`config.mk`:
```
export PLATFORM = sky130hd
export DESIGN_NAME = shared_buffer_multi_queue
export DESIGN_NICKNAME = d
export VERILOG_FILES = /design/src/hdl/sbmq_pkg.sv /design/src/hdl/shared_buffer_multi_queue.sv /design/src/hdl/sbmq_ram.sv
export SDC_FILE = /design/constraint.sdc
export NUM_CORES = 1
export LEC_CHECK = 0
export BUFFER_PORTS_ARGS = -buffer_cell sky130_fd_sc_hd__buf_2
export CAP_MARGIN = 15
export CORE_UTILIZATION = 30
export CTS_CLUSTER_SIZE = 30
export DETAILED_ROUTE_END_ITERATION = 16
export HOLD_SLACK_MARGIN = 0.15
export PLACE_DENSITY = 0.48
export SLEW_MARGIN = 25
export SYNTH_ARGS = -nofsm -noshare
export SYNTH_HDL_FRONTEND = slang
export SYNTH_SLANG_ARGS = --single-unit
```
`constraint.sdc`:
```
create_clock -name aclk -period 6.82 [get_ports aclk]
set_clock_uncertainty 0.05 [all_clocks]
set_input_delay 0.682 -clock aclk [delete_from_list [all_inputs] [get_ports aclk]]
set_output_delay 0.682 -clock aclk [all_outputs]
set_load 0.005 [all_outputs]
```
`src/hdl/sbmq_pkg.sv`:
```
package sbmq_pkg;

    localparam int DEF_NUM_SLOTS  = 16;
    localparam int DEF_NUM_QUEUES = 4;
    localparam int DEF_DATA_WIDTH = 32;

    localparam int QID_W      = 2;
    localparam int DATA_IO_W  = 32;
    localparam int STATUS_W   = 2;

    typedef logic [STATUS_W-1:0] status_t;

    localparam status_t ST_OK    = 2'd0;
    localparam status_t ST_FULL  = 2'd1;
    localparam status_t ST_EMPTY = 2'd2;

    localparam logic OP_ENQ = 1'b0;
    localparam logic OP_DEQ = 1'b1;

endpackage

```
`src/hdl/shared_buffer_multi_queue.sv`:
```
// Several FIFO queues share one store of NUM_SLOTS slots. Each queue is a linked list
// with head and tail pointers kept in a small queue table memory; free slots form one
// common free list. Slot values and slot links sit in two further simple dual-port RAMs
// with registered reads. An enqueue first reads the queue table and the free-slot link,
// then writes back. A dequeue that finds data adds a step in between: a second dependent
// read of the head slot's link and value, before its write back. A dequeue of an empty
// queue and an enqueue into a full store end with the lookup. The last step of a request
// waits as long as the previous result is still held on the output register. One result
// is produced per request; a new request is taken while the previous result still waits
// on the output register. Slots never yet handed out are tracked by a fill count, so no
// clearing pass follows reset.
module shared_buffer_multi_queue #(
    parameter int NUM_SLOTS  = sbmq_pkg::DEF_NUM_SLOTS,
    parameter int NUM_QUEUES = sbmq_pkg::DEF_NUM_QUEUES,
    parameter int DATA_WIDTH = sbmq_pkg::DEF_DATA_WIDTH
) (
    input  logic                                   aclk,
    input  logic                                   aresetn,
    input  logic                                   s_valid,
    output logic                                   s_ready,
    input  logic                                   s_operation,
    input  logic        [sbmq_pkg::QID_W-1:0]      s_queue_id,
    input  logic signed [sbmq_pkg::DATA_IO_W-1:0]  s_data_in,
    output logic                                   m_valid,
    input  logic                                   m_ready,
    output logic signed [sbmq_pkg::DATA_IO_W-1:0]  m_data_out,
    output logic        [sbmq_pkg::STATUS_W-1:0]   m_status
);

    import sbmq_pkg::*;

    localparam int PTR_W = $clog2(NUM_SLOTS + 1);
    localparam int AW    = $clog2(NUM_SLOTS);
    localparam int QAW   = (NUM_QUEUES > 1) ? $clog2(NUM_QUEUES) : 1;
    localparam logic [PTR_W-1:0] NULL_PTR = PTR_W'(NUM_SLOTS);

    typedef enum logic [1:0] {
        S_IDLE,
        S_LOOK,
        S_DEQ
    } state_t;

    state_t                  state_reg, state_next;
    logic                    op_reg, op_next;
    logic [QID_W-1:0]        qid_reg, qid_next;
    logic [DATA_WIDTH-1:0]   din_reg, din_next;
    logic [PTR_W-1:0]        free_head_reg, free_head_next;
    logic [PTR_W-1:0]        fill_reg, fill_next;
    logic [NUM_QUEUES-1:0]   qvalid_reg, qvalid_next;
    logic                    m_valid_reg, m_valid_next;
    logic [DATA_IO_W-1:0]    m_data_out_reg, m_data_out_next;
    status_t                 m_status_reg, m_status_next;

    logic                    data_we, data_re;
    logic [AW-1:0]           data_waddr, data_raddr;
    logic [DATA_WIDTH-1:0]   data_rdata;
    logic                    link_we, link_re;
    logic [AW-1:0]           link_waddr, link_raddr;
    logic [PTR_W-1:0]        link_wdata, link_rdata;
    logic                    qram_we, qram_re;
    logic [QAW-1:0]          qram_waddr, qram_raddr;
    logic [2*PTR_W-1:0]      qram_wdata, qram_rdata;

    logic [31:0]             s_q_ext, q_ext;
    logic [63:0]             din_ext, dout_ext;
    logic [QAW-1:0]          q_addr;
    logic                    q_exists, q_live, out_free, fresh_slot, drained;
    logic [PTR_W-1:0]        cur_head, cur_tail, free_after;

    sbmq_ram #(.WIDTH(DATA_WIDTH), .DEPTH(NUM_SLOTS), .AW(AW)) u_data_ram (
        .aclk  (aclk),
        .we    (data_we),
        .waddr (data_waddr),
        .wdata (din_reg),
        .re    (data_re),
        .raddr (data_raddr),
        .rdata (data_rdata)
    );

    sbmq_ram #(.WIDTH(PTR_W), .DEPTH(NUM_SLOTS), .AW(AW)) u_link_ram (
        .aclk  (aclk),
        .we    (link_we),
        .waddr (link_waddr),
        .wdata (link_wdata),
        .re    (link_re),
        .raddr (link_raddr),
        .rdata (link_rdata)
    );

    sbmq_ram #(.WIDTH(2 * PTR_W), .DEPTH(NUM_QUEUES), .AW(QAW)) u_queue_ram (
        .aclk  (aclk),
        .we    (qram_we),
        .waddr (qram_waddr),
        .wdata (qram_wdata),
        .re    (qram_re),
        .raddr (qram_raddr),
        .rdata (qram_rdata)
    );

    assign s_q_ext  = {{(32 - QID_W){1'b0}}, s_queue_id};
    assign q_ext    = {{(32 - QID_W){1'b0}}, qid_reg};
    assign q_addr   = q_ext[QAW-1:0];
    assign q_exists = q_ext < 32'(NUM_QUEUES);
    assign q_live   = q_exists ? qvalid_reg[q_addr] : 1'b0;
    assign cur_head = q_live ? qram_rdata[2*PTR_W-1:PTR_W] : NULL_PTR;
    assign cur_tail = q_live ? qram_rdata[PTR_W-1:0] : NULL_PTR;
    assign out_free = !m_valid_reg || m_ready;

    // slots at or above the fill count were never written, so their link is reckoned, not read
    assign fresh_slot = free_head_reg == fill_reg;
    assign free_after = fresh_slot ? free_head_reg + PTR_W'(1) : link_rdata;
    assign drained    = cur_head == cur_tail;

    assign din_ext  = {32'd0, s_data_in};
    assign dout_ext = 64'(data_rdata);

    always_comb begin
        state_next      = state_reg;
        op_next         = op_reg;
        qid_next        = qid_reg;
        din_next        = din_reg;
        free_head_next  = free_head_reg;
        fill_next       = fill_reg;
        qvalid_next     = qvalid_reg;
        m_valid_next    = m_valid_reg && !m_ready;
        m_data_out_next = m_data_out_reg;
        m_status_next   = m_status_reg;
        s_ready         = 1'b0;

        data_we    = 1'b0;
        data_re    = 1'b0;
        data_waddr = free_head_reg[AW-1:0];
        data_raddr = cur_head[AW-1:0];
        link_we    = 1'b0;
        link_re    = 1'b0;
        link_waddr = cur_tail[AW-1:0];
        link_wdata = free_head_reg;
        link_raddr = free_head_reg[AW-1:0];
        qram_we    = 1'b0;
        qram_re    = 1'b0;
        qram_waddr = q_addr;
        qram_wdata = {cur_head, cur_tail};
        qram_raddr = s_q_ext[QAW-1:0];

        case (state_reg)
            S_IDLE: begin
                s_ready = 1'b1;
                if (s_valid) begin
                    op_next    = s_operation;
                    qid_next   = s_queue_id;
                    din_next   = din_ext[DATA_WIDTH-1:0];
                    qram_re    = 1'b1;
                    link_re    = 1'b1;
                    state_next = S_LOOK;
                end
            end
            S_LOOK: begin
                if (op_reg == OP_ENQ) begin
                    if (out_free) begin
                        m_valid_next    = 1'b1;
                        m_data_out_next = '0;
                        state_next      = S_IDLE;
                        if (!q_exists || free_head_reg == NULL_PTR) begin
                            m_status_next = ST_FULL;
                        end else begin
                            m_status_next = ST_OK;
                            data_we       = 1'b1;
                            link_we       = cur_head != NULL_PTR;
                            link_wdata    = free_head_reg;
                            qram_we       = 1'b1;
                            qram_wdata    = {(cur_head == NULL_PTR) ? free_head_reg : cur_head,
                                             free_head_reg};
                            qvalid_next[q_addr] = 1'b1;
                            free_head_next = free_after;
                            if (fresh_slot) begin
                                fill_next = fill_reg + PTR_W'(1);
                            end
                        end
                    end
                end else if (cur_head == NULL_PTR) begin
                    if (out_free) begin
                        m_valid_next    = 1'b1;
                        m_data_out_next = '0;
                        m_status_next   = ST_EMPTY;
                        state_next      = S_IDLE;
                    end
                end else begin
                    data_re    = 1'b1;
                    link_re    = 1'b1;
                    link_raddr = cur_head[AW-1:0];
                    state_next = S_DEQ;
                end
            end
            S_DEQ: begin
                if (out_free) begin
                    qram_we         = 1'b1;
                    qram_wdata      = drained ? {NULL_PTR, NULL_PTR} : {link_rdata, cur_tail};
                    link_we         = 1'b1;
                    link_waddr      = cur_head[AW-1:0];
                    link_wdata      = free_head_reg;
                    free_head_next  = cur_head;
                    m_valid_next    = 1'b1;
                    m_data_out_next = dout_ext[DATA_IO_W-1:0];
                    m_status_next   = ST_OK;
                    state_next      = S_IDLE;
                end
            end
            default: begin
                state_next = S_IDLE;
            end
        endcase
    end

    always_ff @(posedge aclk) begin
        if (!aresetn) begin
            state_reg     <= S_IDLE;
            free_head_reg <= '0;
            fill_reg      <= '0;
            qvalid_reg    <= '0;
            m_valid_reg   <= 1'b0;
        end else begin
            state_reg     <= state_next;
            free_head_reg <= free_head_next;
            fill_reg      <= fill_next;
            qvalid_reg    <= qvalid_next;
            m_valid_reg   <= m_valid_next;
        end
        op_reg         <= op_next;
        qid_reg        <= qid_next;
        din_reg        <= din_next;
        m_data_out_reg <= m_data_out_next;
        m_status_reg   <= m_status_next;
    end

    assign m_valid    = m_valid_reg;
    assign m_data_out = m_data_out_reg;
    assign m_status   = m_status_reg;

`ifndef SYNTHESIS
    // free list head is either a recycled slot, the next fresh slot, or null
    a_free_head_bound: assert property (@(posedge aclk) disable iff (!aresetn)
        free_head_reg <= fill_reg)
        else $error("free list head beyond fill count");

    a_fill_bound: assert property (@(posedge aclk) disable iff (!aresetn)
        fill_reg <= NULL_PTR)
        else $error("fill count beyond store size");

    a_accept_look: assert property (@(posedge aclk) disable iff (!aresetn)
        (s_valid && s_ready) |=> state_reg == S_LOOK)
        else $error("accepted transaction not looked up");

    a_result_source: assert property (@(posedge aclk) disable iff (!aresetn)
        (state_reg == S_IDLE && !$past(state_reg == S_IDLE) && $past(aresetn)) |->
        (m_valid_reg && !$stable(m_status_reg + 2'd0) || m_valid_reg || $past(m_ready)))
        else $error("request finished without a result");
`endif

endmodule

```
`src/hdl/sbmq_ram.sv`:
```
module sbmq_ram #(
    parameter int WIDTH = 8,
    parameter int DEPTH = 16,
    parameter int AW    = (DEPTH > 1) ? $clog2(DEPTH) : 1
) (
    input  logic             aclk,
    input  logic             we,
    input  logic [AW-1:0]    waddr,
    input  logic [WIDTH-1:0] wdata,
    input  logic             re,
    input  logic [AW-1:0]    raddr,
    output logic [WIDTH-1:0] rdata
);

    logic [WIDTH-1:0] mem [DEPTH];
    logic [WIDTH-1:0] rdata_reg;

    always_ff @(posedge aclk) begin
        if (we) begin
            mem[waddr] <= wdata;
        end
        if (re) begin
            rdata_reg <= mem[raddr];
        end
    end

    assign rdata = rdata_reg;

endmodule

```
* Word level (Yosys, flattened, before mapping)
Memory sizes are Yosys's and may differ from the RTL's. A register that Yosys moved wholly into a read port is not among the register bits. Cells that the tools add are included.
Word-level totals: flip-flop bits (word level) 86, memories 3, output and inout bits 36, input port bits 39, logic and storage cells 120, bits in writable memories 632
Memories:
- u_data_ram.mem | depth 16, bits a word 32, rd ports 1, clocked after Yosys merged registers in 1, wr ports 1, line sbmq_ram.sv:15 | logic [WIDTH-1:0] mem [DEPTH];
- u_link_ram.mem | depth 16, bits a word 5, rd ports 1, clocked after Yosys merged registers in 1, wr ports 1, line sbmq_ram.sv:15
- u_queue_ram.mem | depth 4, bits a word 10, rd ports 1, clocked after Yosys merged registers in 1, wr ports 1, line sbmq_ram.sv:15
Cells by class: add/sub/neg operators 2, eq/ne operators 15, muxes and demuxes 69, magnitude comparators 3, bitwise gates (word level) 3, reductions and logical operators 15
Operators with widths (count):
- 32-bit two-way mux | 4
- 32-bit case mux with 2 select lines | 1
- 10-bit two-way mux | 5
- 5-bit two-way mux | 8
- 1-bit two-way mux | 27
- 4-bit two-way mux | 5
- 10-bit case mux with 2 select lines | 1
- 2-bit two-way mux | 9
- 5-bit AND reduction | 3
- 5-bit by 1-bit adder with 5-bit output, second input constant | 2
- 5-bit == test | 2
- 5-bit == test, second input constant | 2
- 2-bit inequality test, second input constant | 5
- 5-bit case mux with 2 select lines | 1
- 3-bit inequality test, second input constant | 3
- 1-bit case mux with 2 select lines | 4
- 2-bit by 3-bit < comparator with 1-bit output, second input constant | 2
- 2-bit case mux with 3 select lines | 1
- 5-bit inequality test, second input constant | 1
- 4-bit OR | 1
- 2-bit case mux with 2 select lines | 1
- 4-bit AND reduction | 1
- 1-bit logical NOT | 3
- 3-bit AND reduction | 1
- 11 further kinds | 14

* Depth between registers and ports, before layout
Gate-level depths: netlist (run 1).
depth in word-level cells 11, gate-level depth with buffers 11, mapped depth without buffers 8

* Modules after synthesis
Synthesis (run 1) repeated with hierarchy kept, for this count alone.
Unflattened totals: cell total of the unflattened synthesis 1391, area, all modules 29158.0 um^2
By module, submodules not included:
- sbmq_ram at u_data_ram | times used 1, cells an instance 838, sequential area each 16335.7 um^2, area each 20155.6 um^2
- shared_buffer_multi_queue | times used 1, cells an instance 332, sequential area each 2412.3 um^2, area each 3965.1 um^2
- sbmq_ram at u_link_ram | times used 1, cells an instance 155, sequential area each 2552.4 um^2, area each 3263.1 um^2
- sbmq_ram at u_queue_ram | times used 1, cells an instance 66, sequential area each 1501.4 um^2, area each 1774.2 um^2

* Least setup slack after synthesis (run 1)
Ideal clock, no wire load.
path kind register to register, start reg free_head_reg[0], end mem u_data_ram.mem[0][0] in the netlist's numbering (enable), setup slack 1879 ps, buffers on the path 2, setup time 461 ps, arrival time 4430 ps, data required time 6309 ps, clock period less this slack 4941 ps, stages on the path, launching flop included 9, cells stage by stage dfxtp_1 -> clkbuf_1 -> inv_1 -> ha_1 -> nor4bb_1 -> nor4_1 -> clkbuf_1 -> nand2_1 -> nor3_1
On the way: word-level cells in the longest chain between the ends 8
Ends and longest elaborated chain:
- start: declaration | line shared_buffer_multi_queue.sv:47 | logic [PTR_W-1:0] free_head_reg, free_head_next;
- start signal: assignment | line shared_buffer_multi_queue.sv:223 | free_head_reg <= free_head_next;
- 5-bit == test | line shared_buffer_multi_queue.sv:163 | if (!q_exists || free_head_reg == NULL_PTR) begin
- 1-bit logical OR | line shared_buffer_multi_queue.sv:163
- 1-bit two-way mux | line shared_buffer_multi_queue.sv:163
- 1-bit two-way mux | line shared_buffer_multi_queue.sv:159 | if (out_free) begin
- 1-bit two-way mux | line shared_buffer_multi_queue.sv:158 | if (op_reg == OP_ENQ) begin
- 1-bit two-way mux | line shared_buffer_multi_queue.sv:145 | case (state_reg)
- 1-bit two-way mux | line sbmq_ram.sv:19 | if (we) begin
- 1-bit two-way mux (not written as such) | line sbmq_ram.sv:20 | mem[waddr] <= wdata;
- end: declaration | line sbmq_ram.sv:15
Several ways; a longest one is shown, not always the timed one.

* Worst setup path after layout (run 1)
start reg qid_reg[0], in the netlist q_addr[0], end reg u_data_ram.rdata_reg[7], in the netlist u_data_ram.rdata[7] (read register of u_data_ram.mem), data pin
On the way: word-level cells in the longest chain between the ends 8, elaborated cells between the ends (all ways) 9, those cells by class order compare (1); eq/ne (1); mux (7)
Ends and longest elaborated chain:
- start: declaration | line shared_buffer_multi_queue.sv:45 | logic [QID_W-1:0] qid_reg, qid_next;
- start signal: assignment | line shared_buffer_multi_queue.sv:229 | qid_reg <= qid_next;
- 1-bit binary-select mux with 2-bit select | line shared_buffer_multi_queue.sv:104 | assign q_live = q_exists ? qvalid_reg[q_addr] : 1'b0;
- 1-bit two-way mux (not written as such) | line shared_buffer_multi_queue.sv:104
- 1-bit two-way mux * | line shared_buffer_multi_queue.sv:104
- 5-bit two-way mux * | line shared_buffer_multi_queue.sv:105 | assign cur_head = q_live ? qram_rdata[2*PTR_W-1:PTR_W] : NULL_PTR;
- 5-bit == test | line shared_buffer_multi_queue.sv:180 | end else if (cur_head == NULL_PTR) begin
- 1-bit two-way mux | line shared_buffer_multi_queue.sv:180
- 1-bit two-way mux | line shared_buffer_multi_queue.sv:158
- 1-bit two-way mux | line shared_buffer_multi_queue.sv:145
- end: declaration | line sbmq_ram.sv:16 | logic [WIDTH-1:0] rdata_reg;
Mark *: on every way between the ends. The rest lies on a longest branch, timed or not. The select of a mux whose other input is x is not followed. A chain may end at the register's enable or synchronous reset.

==> results of run 1 <==
==> cell families after synthesis <==
| logic type | share of synthesized area [%] |
|---|---|
| xor+xnor | 0.494 |
| mux | 8.21 |
| compound gates | 7.99 |
| fa+ha+maj | 0.373 |
| buf+inv | 1.78 |
| simple gates | 5.55 |
| flops | 75.6 |
==> synth_stat cells, types with 13 or more instances <==
cell type / number
nand3_1: 16
mux2i_1: 124
clkbuf_1: 75
o221ai_1: 65
nand2_1: 185
mux2_2: 81
a21oi_1: 75
o21ai_0: 101
dfxtp_1: 17
edfxtp_1: 748
and2_1: 40
nor3_1: 13
a221oi_1: 32
buf_1: 18
nor2_1: 88
o22ai_1: 17
buf_2: 15
==> cell usage in the layout (no fill, tap or decap), drive strengths merged, types with 4 or more instances in the layout <==
master,Yosys,final
mux4,11,11
xor2,9,9
edfxtp,748,748
bufinv,0,7
nor2,88,88
xnor2,8,8
nand4,5,5
o21ai,110,110
ha,9,9
nand2b,10,10
a22o,8,8
a221oi,32,32
or4,4,4
and2,40,40
a32o,5,5
mux2i,126,126
nand2,185,185
nor3,14,14
dfxtp,17,17
o211a,4,4
a21oi,75,75
dlygate4sd3,0,28
a31oi,8,8
o221ai,66,66
nand3,16,16
buf,39,118
a22oi,5,5
inv,12,14
o22ai,18,18
o211ai,8,8
clkbuf,75,112
clkinv,2,33
mux2,83,83
or2,4,4
==> metal layers <==
layer / global-route usage (%) / wire, um / vias up
li1: - / - / 7586
met1: 20.9 / 35900 / 8669
met2: 25.2 / 37100 / 533
met3: 2.74 / 3970 / 141
met4: 5.16 / 2210 / 0
met5: 0 / 0 / -
==> worst max-delay path, stage by stage (launching register included) <==
cell	delay, ns
edfxtp_1	0.56
mux4_2	0.84
nand2_4	0.39
buf_4	0.76
nor3_2	0.05
buf_4	0.36
a221oi_1	0.36
o221ai_1	0.18
==> where the power goes <==
group          internal, uW  switching (uW)
logic                   147             249
registers              5230            79.9
clock network          2670            1860
==> final cells by class <==
cell class | count | area (um2)
fill | 9353 | 63700
sequential | 765 | 22800
multi-input combinational | 986 | 7020
clock buffer | 112 | 2320
tap | 1287 | 1610
timing repair buffer | 146 | 1010
clock inverter | 43 | 447
inverter | 14 | 52.6
==> through the flow <==
stage | utilization, % | cells | worst slack (ns)
after floorplan | - | 1879 | 1.88
after global placement | 32.5 | 3168 | 2.81
after detailed placement | 32.5 | 3170 | 2.94
final | 35.6 | 3353 | 2.92
after global routing | 35.6 | 3353 | 2.72
after CTS | 35.6 | 3353 | 2.92
==> worst max path at each step <==
| stage | slack, ns | endpoint |
|---|---|---|
| finish | 2.92 | u_data_ram.rdata[7] |
| global route | 2.72 | u_queue_ram.mem[0][3] |
| CTS | 2.92 | u_queue_ram.mem[2][4] |
| detailed placement | 2.94 | u_data_ram.rdata[7] |
| global placement | 2.81 | u_queue_ram.mem[0][9] |
| floorplan | 1.88 | u_data_ram.mem[0][0] |
==> what timing repair did <==
item                      4_1_cts  5_1_grt
hold buffers                   28        0
buffers inserted                0        0
hold endpoints to repair       28        0
==> metrics.md, run 1 <==
| Metric | Value |
|---|---|
| Status | completed |
| Slew headroom | 30.9% |
| CTS Sinks | around 770 |
| Area of the die | 102000 um2 |
| Vias/cell | between 5 and 6 |
| Maximum clock path buffer count | 3 |
| R2R setup slack | 2.92 ns |
| TNS Setup | 0 ns |
| Critical path launch point type | flop |
| Synth area leaders | edfxtp_1, mux2i_1, mux2_2 |
| DP Area | 32200 um2 |
| R2r startpoint | q_addr[0] |
| Final worst-path cycle share | between 50% and 60% |
| Max Freq | 0.257 GHz |
| Detailed router's first-iteration violation count | 1471 |
| Max reg flops | 512 |
| Synth top area share | 74.5% |
| Clk slew on worst S/H paths | 0.06 ns |
| Most common flop cell mapped by yosys | edfxtp_1 |
| DPL Wire Length | between 40000 and 50000 um |
| Avg Inst Size Synth | 16.1 um2 |
| Hold Path Class | input port to flop |
| Core region area | 99000 um2 |
| Max Slew Vio Count | 0 |
| Root buffer cell | clkbuf_16 |
| # rows | 115 |
| Biggest regs | u_data_ram.mem: 512 flops, u_link_ram.mem: 80 flops, u_queue_ram.mem: 40 flops |
| Die H | 319 um |
| Critical path fanouts, max | 50 |
| IO buf count | 74 |
| Post-synth EDFFs | about 750 |
| Post-synthesis sequential area ratio | between 70% and 80% |
| Synth warn | 0 |
| Asr flop ratio synth | 0% |
| RSZ-0062 raised after global routing | no |
| Clock latency on the worst-skew pair | 0.65 ns |
| Max IR drop VDD | 0.157 mV |
| Starting Density | between 30 and 40% |
| Period minus WS final | 3.90 ns |
| LEAKAGE | 0.0117 uW |
| Vias in the first global route | ~18000 |
| Max Cap Violations | 0 |
| Die width | 319 um |
| Hold Crit Endpoint | din_reg[9] |
| Crit path required time | between 7 and 8 ns |
| R2r worst-path depth | 7 |
| Final Hold Viols | 0 |
| CP endpoint kind | flop |
| Critical path class | flop to flop |
| Power Total | 10200 uW |
| Post-Syn Area | ~30000 um2 |
| Yosys top cell by area | edfxtp_1 |
| N_diodes | 0 |
| Syn Nets | approximately 1900 |
| Netlist cell types | 64 |
| Final instance area | about 35000 um2 |
| I/O pin cnt | 75 |
| Final net count | 2046 |
| Drt wl/cell | about 24 um |
| Antenna viol nets, final | 0 |
| Slew @ Worst Pin | a little over 1 ns |
| Routability cong. | about 0.81 |
| CTS tree | yes |
| Initial antenna violation count | 0 |
| GRT Total Usage | approximately 15% |
| Routed WL | between 70000 and 80000 um |
| First-pass GRT wire length | 117000 um |
| Worst Path Arrival | 4.19 ns |
| Reg-to-Reg End | u_data_ram.rdata[7] |
| Yosys reg bits | 765 |
| Final setup violation count | 0 |
| CP startpoint | q_addr[0] |
| CTS Buf Count | 85 |
| Worst Hold Path Cells | 1 |
| Area delta synth->final | 16.9% |
| WHS | slightly below 0.2 ns |
| Hold path start | s_data_in[9] |
| Vias post-DR | 16900 |
| Largest reg by FF count | u_data_ram.mem |
| Htree depth | 3 |
| Power density cells | 290 nW/um2 |
| DRT Pass-1 Iters | 7 |
| Drt drc | 0 |
| Global route overflow | 0 |
| Largest net degree at the start of global routing | 78 |
| Cells after Synth | 1879 |
| Ratio of cells with drive above 1 in the final layout | a little under a fifth |
| Cells resized by post-CTS repair | 0 |
No activity file was read; power rests on OpenSTA's default activity.
==> inputs of run 2 (changes only) <==
==> constraint.sdc (replaced) <==
create_clock -name aclk -period 3.9 [get_ports aclk]
set_clock_uncertainty 0.05 [all_clocks]
set_input_delay 0.39 -clock aclk [delete_from_list [all_inputs] [get_ports aclk]]
set_output_delay 0.39 -clock aclk [all_outputs]
set_load 0.005 [all_outputs]
==> metrics.md, run 2 (synthesized netlist as in run 1, its figures left out) <==
| Metric | Value |
|---|---|
| Status | completed (unchanged) |
| Critical path fanouts, max | 16 (was 50) |
| Crit path max-delay cell type | o211ai_4 (was mux4_2) |
| WHS | 0.176 ns (was 0.192 ns) |
| Area of the die | 102000 um2 (unchanged) |
| Core region area | 99000 um2 (unchanged) |
| Max Cap Violations | 0 (unchanged) |
| Antenna viol nets, final | 0 (unchanged) |
| Cells resized by post-CTS repair | 0 (unchanged) |
| Routability cong. | 0.809 (about the same) |
| Power Total | 18000 uW (was 10200 uW) |
| Vias post-DR | 16800 (was 16900) |
| Die width | 319 um (unchanged) |
| Largest net degree at the start of global routing | 83 (was 78) |
| Period minus WS final | 3.45 ns (was 3.90 ns) |
| LEAKAGE | 0.0118 uW (was 0.0117 uW) |
| Critical path launch point type | flop (unchanged) |
| Biggest regs | u_data_ram.mem: 512 flops, u_link_ram.mem: 80 flops, u_queue_ram.mem: 40 flops (unchanged) |
| CTS tree | yes (unchanged) |
| DPL Wire Length | 44500 um (was 42900 um) |
| Power density cells | 506 nW/um2 (was 290 nW/um2) |
| DP Area | 32500 um2 (was 32200 um2) |
| Final worst-path cycle share | 88.4% (was 57.1%) |
| Global route overflow | 0 (unchanged) |
| # rows | 115 (unchanged) |
| DRT Pass-1 Iters | 5 (was 7) |
| Crit path required time | 4.25 ns (was 7.12 ns) |
| Final instance area | 35600 um2 (was 35300 um2) |
| Maximum clock path buffer count | 3 (unchanged) |
| I/O pin cnt | 75 (unchanged) |
| Max IR drop VDD | 0.287 mV (was 0.157 mV) |
| Vias in the first global route | 17100 (was 17800) |
| Max reg flops | 512 (unchanged) |
| CP bufs+invs | 2 (unchanged) |
| Vias/cell | 4.97 (was 5.05) |
| GRT Total Usage | 15.3% (was 15.5%) |
| Crit path max-delay family | compound AO/OA/AOI/OAI gates (was buffers and inverters) |
| Ratio of cells with drive above 1 in the final layout | 19.1% (was 18.2%) |
| Htree depth | 3 (unchanged) |
| Most frequent cells in the layout | edfxtp_1, nand2_1, mux2i_1 (unchanged) |
| Clk slew on worst S/H paths | 0.06 ns (about the same) |
| Initial antenna violation count | 0 (unchanged) |
| Worst Path Arrival | 3.79 ns (was 4.19 ns) |
| First-pass GRT wire length | 116000 um (was 117000 um) |
| Hold Path Class | input port to flop (unchanged) |
| CP cell instances | inv_1 > ha_1 > nand3_1 > o22a_2 > o211ai_4 > buf_4 > mux2i_1 > o22ai_1 > or4_1 (was mux4_2 > nand2_4 > buf_4 > nor3_2 > buf_4 > a221oi_1 > o221ai_1) |
| Area delta synth->final | 18.1% (was 16.9%) |
| Critical path class | flop to flop (unchanged) |
| Routed WL | 78000 um (was 79200 um) |
| Die H | 319 um (unchanged) |
| RSZ-0062 raised after global routing | no (unchanged) |
| Max Slew Vio Count | 0 (unchanged) |
| Max Freq | 0.290 GHz (was 0.257 GHz) |
| Root buffer cell | clkbuf_16 (unchanged) |
| Setup Slack @ Placement | 0.425 ns (was 2.94 ns) |
| Largest reg by FF count | u_data_ram.mem (unchanged) |
| CTS Sinks | 765 (unchanged) |
| Slew @ Worst Pin | 0.997 ns (was 1.03 ns) |
| Starting Density | 30.5% (unchanged) |
| CTS Buf Count | 83 (was 85) |
| Drt wl/cell | 23.1 um (was 23.6 um) |
| Final setup margin | 0.453 ns (was 2.92 ns) |
| Final net count | 2072 (was 2046) |
| Slowest stage delay, CP | 0.54 ns (was 0.84 ns) |
| Detailed router's first-iteration violation count | 1220 (was 1471) |
| Commonest non-fill, non-tap cell in the layout | edfxtp_1 (unchanged) |
| IO buf count | 74 (unchanged) |
| Final setup violation count | 0 (unchanged) |
| Final Hold Viols | 0 (unchanged) |
| Slew headroom | 33.3% (was 30.9%) |
| Clock latency on the worst-skew pair | 0.66 ns (was 0.65 ns) |
| Drt drc | 0 (unchanged) |
| CP endpoint kind | flop (unchanged) |
| Core Util, Final | 36.0% (was 35.6%) |
| N_diodes | 0 (unchanged) |
run 2: worst reg2reg max path, stage by stage (launching register included):
cell and delay (ns):
dfxtp_1 0.34, inv_1 0.11, ha_1 0.38, nand3_1 0.25
o22a_2 0.35, o211ai_4 0.54, buf_4 0.34, mux2i_1 0.22
o22ai_1 0.11, or4_1 0.53
run 2: report_power, final:
group          internal (uW)  switching (uW)  total, uW  leakage [uW]
logic                    275             434        709       0.00352
clock network           4810            3230       8040       0.00137
registers               9140             141       9280       0.00696
total                  14200            3800      18000        0.0118
run 2: final timing paths:
path / startpoint / end / slack, ns / depth (start not counted)
worst min register to register: u_data_ram.rdata[25] / m_data_out[25] / 0.47 / 1
worst min-delay path: s_queue_id[0] / q_addr[0] / 0.18 / 1
worst max register to register: state_reg[1] / u_link_ram.rdata[0] / 0.45 / 9
worst max-delay path: state_reg[1] / u_link_ram.rdata[0] / 0.45 / 9
run 2: routing by layer:
metal | vias to the layer above | wire (um) | GRT usage [%]
li1 | 7633 | - | -
met1 | 8596 | 35000 | 20.5
met2 | 422 | 38500 | 26.1
met3 | 102 | 3220 | 2.22
met4 | 0 | 1300 | 3.94
met5 | - | 0 | 0
run 2: final cells by class:
type,count,area [um2]
clock buffer,98,2230
multi-input combinational,986,7020
timing repair buffer,174,1360
tap,1287,1610
clock inverter,49,563
sequential,765,22800
fill,9341,63400
inverter,14,52.6
run 2: repair_timing:
action / in CTS / in global routing
endpoints found under the hold margin: 40 / 0
setup buffers: 0 / 0
hold buffers: 36 / 0
run 2: per-stage QoR:
stage               cells  setup TNS (ns)
floorplan            1879          -74.64
global placement     3190               0
detailed placement   3190               0
CTS                  3373               0
global route         3373               0
finish               3373               0
==> inputs of run 3 (changes only) <==
--- a/config.mk
+++ b/config.mk
@@ -8,8 +8,9 @@
 export BUFFER_PORTS_ARGS = -buffer_cell sky130_fd_sc_hd__buf_2
 export CAP_MARGIN = 15
 export CORE_UTILIZATION = 30
-export CTS_CLUSTER_SIZE = 30
+export CTS_CLUSTER_SIZE = 10
 export DETAILED_ROUTE_END_ITERATION = 16
+export GPL_ROUTABILITY_DRIVEN = 0
 export HOLD_SLACK_MARGIN = 0.15
 export PLACE_DENSITY = 0.48
 export SLEW_MARGIN = 25
==> constraint.sdc (replaced) <==
create_clock -name aclk -period 3.3 [get_ports aclk]
set_clock_uncertainty 0.05 [all_clocks]
set_input_delay 0.33 -clock aclk [delete_from_list [all_inputs] [get_ports aclk]]
set_output_delay 0.33 -clock aclk [all_outputs]
set_load 0.005 [all_outputs]
==> metrics.md, run 3 (synthesized netlist as in run 1, its figures left out) <==
| Metric | Value |
|---|---|
| Status | completed (unchanged) |
| Area delta synth->final | 18.6% (was 18.1%) |
| R2R setup slack | 0.08 ns (was 0.45 ns) |
| Final net count | 2107 (was 2072) |
| Starting Density | 30.5% (unchanged) |
| Antenna viol nets, final | 0 (unchanged) |
| Power share of the clock group | 43.0% (was 44.6%) |
| Max Cap Violations | 0 (unchanged) |
| Vias post-DR | 17000 (was 16800) |
| CP cell instances | mux2i_4 > o22a_2 > o211ai_4 > buf_12 > mux2_2 > a32o_1 > or4_1 (was inv_1 > ha_1 > nand3_1 > o22a_2 > o211ai_4 > buf_4 > mux2i_1 > o22ai_1 > or4_1) |
| Area of the multi-input gates | 7020 um2 (unchanged) |
| N_diodes | 0 (unchanged) |
| Max IR drop VDD | 0.418 mV (was 0.287 mV) |
| Fillers | 9329 (was 9341) |
| Htree depth | 3 (unchanged) |
| Seq pwr share | 52.9% (was 51.5%) |
| CP endpoint kind | flop (unchanged) |
| Max Slew Vio Count | 0 (unchanged) |
| Crit path required time | 3.61 ns (was 4.25 ns) |
| CTS tree | yes (unchanged) |
| Drt drc | 0 (unchanged) |
| LEAKAGE | 0.0119 uW (was 0.0118 uW) |
| Slew @ Worst Pin | 0.927 ns (was 0.997 ns) |
| CTS Sinks | 765 (unchanged) |
| DPL Wire Length | 47000 um (was 44500 um) |
| Largest reg by FF count | u_data_ram.mem (unchanged) |
| CP bufs+invs | 1 (was 2) |
| Max reg flops | 512 (unchanged) |
| Crit path max-delay cell type | edfxtp_1 (was o211ai_4) |
| Drt wl/cell | 23.7 um (was 23.1 um) |
| Final setup violation count | 0 (unchanged) |
| # rows | 115 (unchanged) |
| Slew headroom | 37.7% (was 33.3%) |
| Die width | 319 um (unchanged) |
| Metal-1 WL | 35300 um (was 35000 um) |
| IO buf count | 74 (unchanged) |
| Period minus WS final | 3.22 ns (was 3.45 ns) |
| Critical path launch point type | flop (unchanged) |
| Clock latency on the worst-skew pair | 0.66 ns (about the same) |
| Global route overflow | 0 (unchanged) |
| Clk slew on worst S/H paths | 0.06 ns (about the same) |
| Die H | 319 um (unchanged) |
| Most frequent cells in the layout | edfxtp_1, nand2_1, mux2i_1 (unchanged) |
| Largest net degree at the start of global routing | 83 (unchanged) |
| GRT Total Usage | 15.6% (was 15.3%) |
| Critical path fanouts, max | 20 (was 16) |
| Max Freq | 0.311 GHz (was 0.290 GHz) |
| Worst Path Arrival | 3.54 ns (was 3.79 ns) |
| RSZ-0062 raised after global routing | no (unchanged) |
| DRT Pass-1 Iters | 5 (unchanged) |
| Final Hold Viols | 0 (unchanged) |
| Net Sw Frac | 21.2% (was 21.1%) |
| Routed WL | 80100 um (was 78000 um) |
| Cells resized by post-CTS repair | 0 (unchanged) |
| Commonest non-fill, non-tap cell in the layout | edfxtp_1 (unchanged) |
| Detailed router's first-iteration violation count | 1354 (was 1220) |
| CTS Buf Count | 90 (was 83) |
| Internal Pwr Total | 16300 uW (was 14200 uW) |
| Slowest stage delay, CP | 0.57 ns (was 0.54 ns) |
| TNS Setup | 0 ns (unchanged) |
| Met3 wire len | 3470 um (was 3220 um) |
| Ratio of cells with drive above 1 in the final layout | 19.5% (was 19.1%) |
| Root buffer cell | clkbuf_16 (unchanged) |
| Vias in the first global route | 17600 (was 17100) |
| Area of the die | 102000 um2 (unchanged) |
| Vias/cell | 5.04 (was 4.97) |
| First-pass GRT wire length | 118000 um (was 116000 um) |
| Metal2 WL | 39700 um (was 38500 um) |
| Combinational share of power | 4.1% (was 3.9%) |
| Critical path class | flop to flop (unchanged) |
| Register area | 22800 um2 (about the same) |
| Core region area | 99000 um2 (unchanged) |
| Core Util, Final | 36.1% (was 36.0%) |
| Maximum clock path buffer count | 3 (unchanged) |
| Final worst-path cycle share | 97.6% (was 88.4%) |
| Power density cells | 580 nW/um2 (was 506 nW/um2) |
| Power Total | 20700 uW (was 18000 uW) |
| I/O pin cnt | 75 (unchanged) |
| Max Used Layer | met4 (unchanged) |
| Hold Path Class | input port to flop (unchanged) |
| Crit path max-delay family | compound AO/OA/AOI/OAI gates (unchanged) |
| Biggest regs | u_data_ram.mem: 512 flops, u_link_ram.mem: 80 flops, u_queue_ram.mem: 40 flops (unchanged) |
| Initial antenna violation count | 1 (was 0) |
| Sw power | 4410 uW (was 3800 uW) |
-- run 3: cell count changes in the layout (fill, tap and decap cells not counted), moves of 2 or more --
cell / change
clkinv_2: -10
clkbuf_8: -2
bufinv_16: -10
buf_4: +14
clkinv_1: -12
clkbuf_1: +8
clkbuf_16: +8
dfxtp_1: -2
dfxtp_2: +2
inv_6: -4
buf_12: +13
-- run 3: power groups by stage --
stage          Clock (uW)  Sequential [uW]  Combinational [uW]
2_1_floorplan           0            11100                 516
3_3_place_gp            0            11200                 823
3_5_place_dp            0            11200                 833
4_1_cts              9140            11000                 871
5_1_grt              9510            11000                 930
6_report             8920            11000                 860
-- run 3: per-stage QoR --
stage | cells | worst slack (ns) | instance area [um2] | hold WS (ns)
floorplan | 1879 | 0.0555 | 30200 | 0.379
global placement | 3217 | 0.234 | 32900 | 0.457
detailed placement | 3217 | 0.118 | 32900 | 0.458
CTS | 3377 | 0.105 | 35800 | 0.198
global route | 3377 | 0.00748 | 35800 | 0.248
finish | 3377 | 0.0796 | 35800 | 0.222
-- run 3: layout make-up --
cell class                 instances  share of cell area, %
multi-input combinational        986                   19.6
sequential                       765                   63.7
clock inverter                    11                  0.350
tap                             1287                   4.50
timing repair buffer             202                   4.85
clock buffer                     112                   6.79
inverter                          14                  0.147
-- run 3: repair_timing --
| item | in CTS | in global routing |
|---|---|---|
| setup buffers | 0 | 0 |
| hold buffers | 37 | 0 |
| hold endpoints to repair | 49 | 0 |
-- run 3: final timing paths --
path	start	endpoint	cells after the start
setup reg to reg	q_addr[1]	u_link_ram.rdata[2]	7
setup / recovery	q_addr[1]	u_link_ram.rdata[2]	7
hold / removal	m_ready	m_valid	3
hold reg to reg	u_data_ram.rdata[22]	m_data_out[22]	1
-- run 3: routing by layer --
metal	GRT usage [%]	up-vias
met4	4.39	0
met3	2.51	103
met5	0	-
met2	26.7	420
li1	-	7660
met1	20.5	8847
-- run 3: tightest hold or removal path: cells and delay by family --
family	cells	cell delay, ns
AOI/OAI and AO/OA	1	0.29
and+or+nand+nor	1	0.14
buffers and inverters	1	0.13
